[src/design/ggc_pkg.sv]
// ----------------------------------------------------------------------------
// ggc_pkg
// Shared types and constants for the greedy graph coloring unit.
// ----------------------------------------------------------------------------
package ggc_pkg;

  localparam int MAX_VERTICES_DEF = 32;
  localparam int FIELD_W          = 6;

  localparam logic MODE_EDGE = 1'b0;
  localparam logic MODE_RUN  = 1'b1;

  typedef enum logic [2:0] {
    ST_CLEAR,
    ST_IDLE,
    ST_EDGE,
    ST_ROW,
    ST_SCAN,
    ST_PICK
  } state_t;

endpackage

[src/design/greedy_graph_coloring_unit.sv]
// ----------------------------------------------------------------------------
// greedy_graph_coloring_unit
// Greedy first-fit vertex coloring over a stored lower-triangle adjacency
// matrix, one row per vertex, with one shared color-RAM read per cycle.
// ----------------------------------------------------------------------------
//  channel | direction | handshake            | payload
//  in      | input     | in_valid / in_stall  | mode, first_end, second_end
//  out     | output    | out_valid / out_stall| vertex, color, last_of_run
//  cfg     | input     | cfg_write            | cfg_data -> vertex_count
//
//  Edge item: read-modify-write of one adjacency row; a dropped edge is not written.
//  Run item: each vertex passes ST_ROW, ST_SCAN (one earlier neighbor color
//  read per cycle) and ST_PICK, then a sweep clears the adjacency rows.
//  After reset the same sweep runs; in_stall is high meanwhile.
//  A stalled result holds the sequencer only when the next result is ready.
// ----------------------------------------------------------------------------
module greedy_graph_coloring_unit
  import ggc_pkg::*;
#(
  parameter int MAX_VERTICES = MAX_VERTICES_DEF
) (
  input  logic               clk,
  input  logic               rst,
  input  logic               cfg_write,
  input  logic [FIELD_W-1:0] cfg_data,
  input  logic               in_valid,
  output logic               in_stall,
  input  logic               mode,
  input  logic [FIELD_W-1:0] first_end,
  input  logic [FIELD_W-1:0] second_end,
  output logic               out_valid,
  input  logic               out_stall,
  output logic [FIELD_W-1:0] vertex,
  output logic [FIELD_W-1:0] color,
  output logic               last_of_run
);

  localparam int VW = $clog2(MAX_VERTICES);
  localparam int CW = $clog2(MAX_VERTICES + 1);
  localparam int UW = MAX_VERTICES + 1;
  localparam logic [FIELD_W-1:0] MAX_F  = FIELD_W'(MAX_VERTICES);
  localparam logic [VW-1:0]      LAST_V = VW'(MAX_VERTICES - 1);

  state_t state, state_next;

  logic [FIELD_W-1:0] vertex_count;
  logic [FIELD_W-1:0] n_eff;

  logic [VW-1:0] idx, idx_next;
  logic [VW-1:0] nb, nb_next;
  logic [VW-1:0] clr_cnt, clr_cnt_next;
  logic [VW-1:0] hi, hi_next;
  logic [VW-1:0] lo, lo_next;
  logic [UW-1:0] used, used_next;
  logic [CW-1:0] pick;

  logic [FIELD_W-1:0] edge_max, edge_min;
  logic               edge_ok;
  logic               is_last;
  logic               out_load;

  logic                    adj_we;
  logic [VW-1:0]           adj_waddr, adj_raddr;
  logic [MAX_VERTICES-1:0] adj_wdata, adj_rdata;
  logic                    col_we;
  logic [VW-1:0]           col_raddr;
  logic [CW-1:0]           col_rdata;

  ggc_ram #(.WIDTH(MAX_VERTICES), .DEPTH(MAX_VERTICES)) u_adj (
    .clk  (clk),
    .we   (adj_we),
    .waddr(adj_waddr),
    .wdata(adj_wdata),
    .raddr(adj_raddr),
    .rdata(adj_rdata)
  );

  ggc_ram #(.WIDTH(CW), .DEPTH(MAX_VERTICES)) u_col (
    .clk  (clk),
    .we   (col_we),
    .waddr(idx),
    .wdata(pick),
    .raddr(col_raddr),
    .rdata(col_rdata)
  );

  always_comb begin
    if (vertex_count == '0) begin
      n_eff = FIELD_W'(1);
    end else if (vertex_count > MAX_F) begin
      n_eff = MAX_F;
    end else begin
      n_eff = vertex_count;
    end
  end

  assign edge_max = (first_end > second_end) ? first_end : second_end;
  assign edge_min = (first_end > second_end) ? second_end : first_end;
  assign edge_ok  = (edge_min != '0) && (edge_max <= n_eff) && (first_end != second_end);
  assign is_last  = (FIELD_W'(idx) + FIELD_W'(1)) == n_eff;

  // first free color from 1 upward
  always_comb begin
    pick = '0;
    for (int c = MAX_VERTICES; c >= 1; c--) begin
      if (!used[c]) begin
        pick = CW'(c);
      end
    end
  end

  always_comb begin
    state_next   = state;
    idx_next     = idx;
    nb_next      = nb;
    clr_cnt_next = clr_cnt;
    hi_next      = hi;
    lo_next      = lo;
    used_next    = used;
    in_stall     = 1'b1;
    adj_we       = 1'b0;
    adj_waddr    = idx;
    adj_wdata    = '0;
    adj_raddr    = idx;
    col_we       = 1'b0;
    col_raddr    = nb + VW'(1);
    out_load     = 1'b0;
    case (state)
      ST_CLEAR: begin
        adj_we    = 1'b1;
        adj_waddr = clr_cnt;
        if (clr_cnt == LAST_V) begin
          state_next = ST_IDLE;
        end else begin
          clr_cnt_next = clr_cnt + VW'(1);
        end
      end
      ST_IDLE: begin
        in_stall  = 1'b0;
        adj_raddr = VW'(edge_max - FIELD_W'(1));
        if (in_valid) begin
          if (mode == MODE_RUN) begin
            idx_next   = '0;
            state_next = ST_ROW;
          end else if (edge_ok) begin
            hi_next    = VW'(edge_max - FIELD_W'(1));
            lo_next    = VW'(edge_min - FIELD_W'(1));
            state_next = ST_EDGE;
          end
        end
      end
      ST_EDGE: begin
        adj_we     = 1'b1;
        adj_waddr  = hi;
        adj_wdata  = adj_rdata | (MAX_VERTICES'(1) << lo);
        state_next = ST_IDLE;
      end
      ST_ROW: begin
        col_raddr  = '0;
        nb_next    = '0;
        used_next  = '0;
        state_next = ST_SCAN;
      end
      ST_SCAN: begin
        if ((nb < idx) && adj_rdata[nb]) begin
          used_next = used | (UW'(1) << col_rdata);
        end
        if (({1'b0, nb} + (VW+1)'(1)) >= {1'b0, idx}) begin
          state_next = ST_PICK;
        end else begin
          nb_next = nb + VW'(1);
        end
      end
      ST_PICK: begin
        if (!out_valid || !out_stall) begin
          out_load = 1'b1;
          col_we   = 1'b1;
          if (is_last) begin
            clr_cnt_next = '0;
            state_next   = ST_CLEAR;
          end else begin
            idx_next   = idx + VW'(1);
            state_next = ST_ROW;
          end
        end
      end
      default: begin
        state_next = ST_CLEAR;
      end
    endcase
  end

  always_ff @(posedge clk) begin
    if (rst) begin
      state <= ST_CLEAR;
    end else begin
      state <= state_next;
    end
  end

  always_ff @(posedge clk) begin
    if (rst) begin
      clr_cnt      <= '0;
      idx          <= '0;
      nb           <= '0;
      out_valid    <= 1'b0;
      vertex_count <= FIELD_W'(1);
    end else begin
      clr_cnt <= clr_cnt_next;
      idx     <= idx_next;
      nb      <= nb_next;
      if (cfg_write) begin
        vertex_count <= cfg_data;
      end
      if (out_load) begin
        out_valid <= 1'b1;
      end else if (!out_stall) begin
        out_valid <= 1'b0;
      end
    end
  end

  always_ff @(posedge clk) begin
    hi   <= hi_next;
    lo   <= lo_next;
    used <= used_next;
    if (out_load) begin
      vertex      <= FIELD_W'(idx) + FIELD_W'(1);
      color       <= FIELD_W'(pick);
      last_of_run <= is_last;
    end
  end

  a_color_range: assert property (@(posedge clk) disable iff (rst)
    out_valid |-> (color != '0) && (color <= vertex))
    else $error("color outside 1..vertex");

  a_last_is_n: assert property (@(posedge clk) disable iff (rst)
    out_valid && last_of_run |-> vertex == n_eff)
    else $error("last flag on wrong vertex");

  a_no_adj_write_idle: assert property (@(posedge clk) disable iff (rst)
    (state == ST_IDLE) |-> !adj_we)
    else $error("adjacency write while idle");

  a_run_busy: assert property (@(posedge clk) disable iff (rst)
    in_valid && !in_stall && (mode == MODE_RUN) |=> in_stall)
    else $error("item taken during run");

endmodule

[src/design/ggc_ram.sv]
// ----------------------------------------------------------------------------
// ggc_ram
// Generic single-write, single-read RAM with registered read data.
// ----------------------------------------------------------------------------
module ggc_ram #(
  parameter int WIDTH = 8,
  parameter int DEPTH = 32,
  localparam int AW   = (DEPTH > 1) ? $clog2(DEPTH) : 1
) (
  input  logic             clk,
  input  logic             we,
  input  logic [AW-1:0]    waddr,
  input  logic [WIDTH-1:0] wdata,
  input  logic [AW-1:0]    raddr,
  output logic [WIDTH-1:0] rdata
);

  logic [WIDTH-1:0] mem [DEPTH];

  always_ff @(posedge clk) begin
    if (we) begin
      mem[waddr] <= wdata;
    end
    rdata <= mem[raddr];
  end

endmodule
[config.mk]
export PLATFORM = sky130hd
export DESIGN_NAME = greedy_graph_coloring_unit
export DESIGN_NICKNAME = d
export VERILOG_FILES = /design/src/design/ggc_pkg.sv /design/src/design/greedy_graph_coloring_unit.sv /design/src/design/ggc_ram.sv
export SDC_FILE = /design/constraint.sdc
export NUM_CORES = 2
export LEC_CHECK = 0
export BUFFER_PORTS_ARGS = -buffer_cell sky130_fd_sc_hd__buf_4
export CAP_MARGIN = 40
export CORE_MARGIN = 4
export CORE_UTILIZATION = 65
export DETAILED_ROUTE_END_ITERATION = 8
export GPL_ROUTABILITY_DRIVEN = 0
export GPL_TIMING_DRIVEN = 0
export PLACE_DENSITY = 0.81
export SETUP_SLACK_MARGIN = 0.15
export SYNTH_ARGS = -nofsm -noshare
export SYNTH_HDL_FRONTEND = slang
export SYNTH_SLANG_ARGS = --single-unit
[constraint.sdc]
create_clock -name clk -period 10.5 [get_ports clk]
set_clock_uncertainty 0.2 [all_clocks]
set_input_delay 2.1 -clock clk [delete_from_list [all_inputs] [get_ports clk]]
set_output_delay 2.1 -clock clk [all_outputs]
set_load 0.01 [all_outputs]
==> run metrics <==
Mapped Area 0.0544 sq mm; DRC viols 0; post-synth top area share 0.701; ANT nets after route 0; clock-pin slew on the worst setup and hold paths 0.06 ns; Fillers 4396; critical path required time 10.90 ns; I/O Buffers 37; latest clock arrival within the worst-skew pair 0.75 ns; initial cell density of the core 0.659; setup TNS 0 ns; setup violators final 0; yosys warns 0; H-tree Lvls 4; Fmax 140 MHz; largest net degree at the start of global routing 33; Synth area leaders edfxtp_1 70%, nand2_1 6.0%, nand3_1 3.3%; crit path DAT 7.52 ns; die area 0.0884 sq mm; asr flop ratio synth 0; I/O Pins 39; post-CTS setup buffer count 0; #FFs+latches synth 1334; final hold violation count 0; outcome complete, no violations; Sinks on Clock Net 1334; fin crit share 0.679; Worst R2R Setup Slack 5.40 ns; first-pass GRT wire length 238 mm; power density cells 173 mW/mm^2; CTS tree built; area occupied by multi-input gates 0.0143 sq mm; syn_area_per_cell 13.4 sq um; initial antenna violation count 1; post-layout minimum cycle time 7.13 ns; Leak 0.0216 uW; vias 38800; Die Y 297 um; Hold Path Origin clr_cnt[4]; gr ovfl total 0; Tot GR Track Use 0.360; Core ar. 0.0825 sq mm; row count 105; post-synth cell types 73; FF-to-FF Start nb[2]; CTS resizes 0; Vias/cell 7.02; drt pass-1 iters 8; RSZ-0062 raised after global routing false; drt wl/cell 29.4 um; CP Capture Type flip-flop; die width 297 um; CTS Buffer Depth 3; Slew Limit Headroom 0.225; max-cap check violation count 0; CTS Root Buffer Type clkbuf_16; Register Area 0.0394 sq mm; R2R depth 13; Max FO, Critical Path 10; CP Class in -> reg; ys flop type edfxtp_1; worst hold path depth 2; dpl hpwl 104 mm; initial drt markers 6524; layout cells sized above 1 0.121; Synth Instances 4061; routed wire length 163 mm; Slew @ Worst Pin 1.15 ns; worst hold path type reg -> reg; CTS buffer count 133; Yosys top cell by area edfxtp_1; hold endpoint clr_cnt[4]; EDFF count, synth 1271; nets 4409; syn nets 4116; peak supply drop 228 uV; crit start category input port; post-synthesis sequential area ratio 0.725; Min Hold Slack 0.282 ns; synth-to-layout area growth 15.8%; Final Max Tran Viols 0; vias in the first global route 38100; hold_buf cts 0; FF-to-FF End state[0]
## metal layers
layer	vias up	routed length (um)	GRT usage
li1	15800	-	-
met1	18700	52600	0.449
met2	3549	75700	0.569
met3	770	22600	0.0974
met4	0	11800	0.219
met5	-	0	0
## kinds of logic (layout without fill, tap and decap cells)
kind of cell	count (synthesis)	after routing	synth area share
AO/OA/AOI/OAI	475	475	0.0608
XOR/XNOR	19	19	0.00320
adder cells (fa/ha/maj)	31	31	0.00713
buffers and inverters	296	695	0.0227
flip-flops	1334	1334	0.725
multiplexers	162	162	0.0378
other	0	1	0
AND/OR/NAND/NOR	1744	1744	0.144
## worst max-delay path: stages
cell and delay [ns]:
buf_4 0.14, inv_1 0.10, ha_1 0.25, nand4_1 0.13, o22a_1 0.30, o21a_1 0.18
buf_6 0.14, clkbuf_1 0.32, a21o_1 0.23, inv_1 0.05, ha_1 0.33, a21oi_2 0.54
buf_2 0.51, buf_2 0.39, buf_2 0.42, buf_1 0.57, o211ai_1 0.22, mux2i_1 0.41
o22ai_1 0.19
## state kept, by name, indices dropped and copies added (netlist names)
register,flops
clr_cnt,5
state,3
used,32
hi,5
vertex,6
vertex_count,6
lo,5
out_valid,1
u_adj.rdata,32
nb,5
u_col.rdata,6
last_of_run,1
u_col.mem,192
idx,5
u_adj.mem,1024
color,6
## cell type report
class	count	area share
diodes	1	0.0000397
plain buffers	259	0.0174
clock buffers	182	0.0590
clock inverters	59	0.0115
inverters	37	0.00220
multi-input cells	2431	0.226
flip-flops and latches	1334	0.626
well taps	1070	0.0213
repair buffers	158	0.0363
## power breakdown
group / internal, uW / total, uW / switching (uW)
registers: 5810 / 5830 / 26.5
logic: 88.3 / 246 / 158
clock network: 2720 / 4830 / 2100
## cells in the mapped netlist (8+ instances only)
| library cell | instances |
|---|---|
| inv_1 | 35 |
| a2111oi_0 | 32 |
| xor2_1 | 8 |
| o211ai_1 | 74 |
| ha_1 | 31 |
| and3_1 | 196 |
| nor4_1 | 36 |
| nor2_1 | 194 |
| a21oi_1 | 103 |
| buf_2 | 48 |
| o22ai_1 | 40 |
| a31oi_1 | 35 |
| o221ai_1 | 15 |
| nand2b_1 | 12 |
| mux2i_1 | 124 |
| nand2_1 | 867 |
| buf_1 | 26 |
| dfxtp_1 | 63 |
| nor3_1 | 13 |
| o21ai_0 | 47 |
| a311oi_1 | 65 |
| edfxtp_1 | 1271 |
| nand4_1 | 16 |
| mux4_2 | 34 |
| nor2b_1 | 12 |
| clkbuf_1 | 172 |
| or3_1 | 14 |
| xnor2_1 | 10 |
| nand3_1 | 361 |
| buf_4 | 9 |
## worst max path at each step
stage	startpoint	end	slack [ns]	cells after the start
CTS	second_end[3]	u_adj.rdata[19]	3.72	19
floorplan	second_end[3]	u_adj.rdata[10]	4.79	21
finish	second_end[3]	u_adj.rdata[9]	3.37	19
detailed placement	second_end[3]	u_adj.rdata[18]	2.98	19
global route	second_end[3]	u_adj.rdata[9]	3.23	20
global placement	second_end[3]	u_adj.rdata[16]	2.18	21
## cells in the final DEF (no fill, tap or decap), types with 31 or more instances in the layout
cell type,count
nand3_1,361
inv_1,35
nor2_1,128
mux4_2,34
nor4_1,36
nor2_4,48
buf_16,45
o21ai_0,47
buf_1,33
a21oi_1,102
and3_1,196
ha_1,31
nand2_1,867
o211ai_1,74
a311oi_1,65
dfxtp_1,63
clkbuf_16,138
buf_2,68
buf_4,48
a31oi_1,35
mux2i_1,124
clkbuf_1,206
o22ai_1,40
edfxtp_1,1271
## through the flow
stage	setup slack [ns]	area, sq um	total power (uW)	utilization	instances
2_1_floorplan	4.79	54400	6070	-	4061
6_report	3.37	63000	10900	0.763	5531
5_1_grt	3.23	63000	11100	0.763	5530
3_3_place_gp	2.18	56000	6140	0.679	5168
3_5_place_dp	2.98	58400	6170	0.708	5278
4_1_cts	3.72	62900	10900	0.762	5519
(Power assumes the default switching activity.)
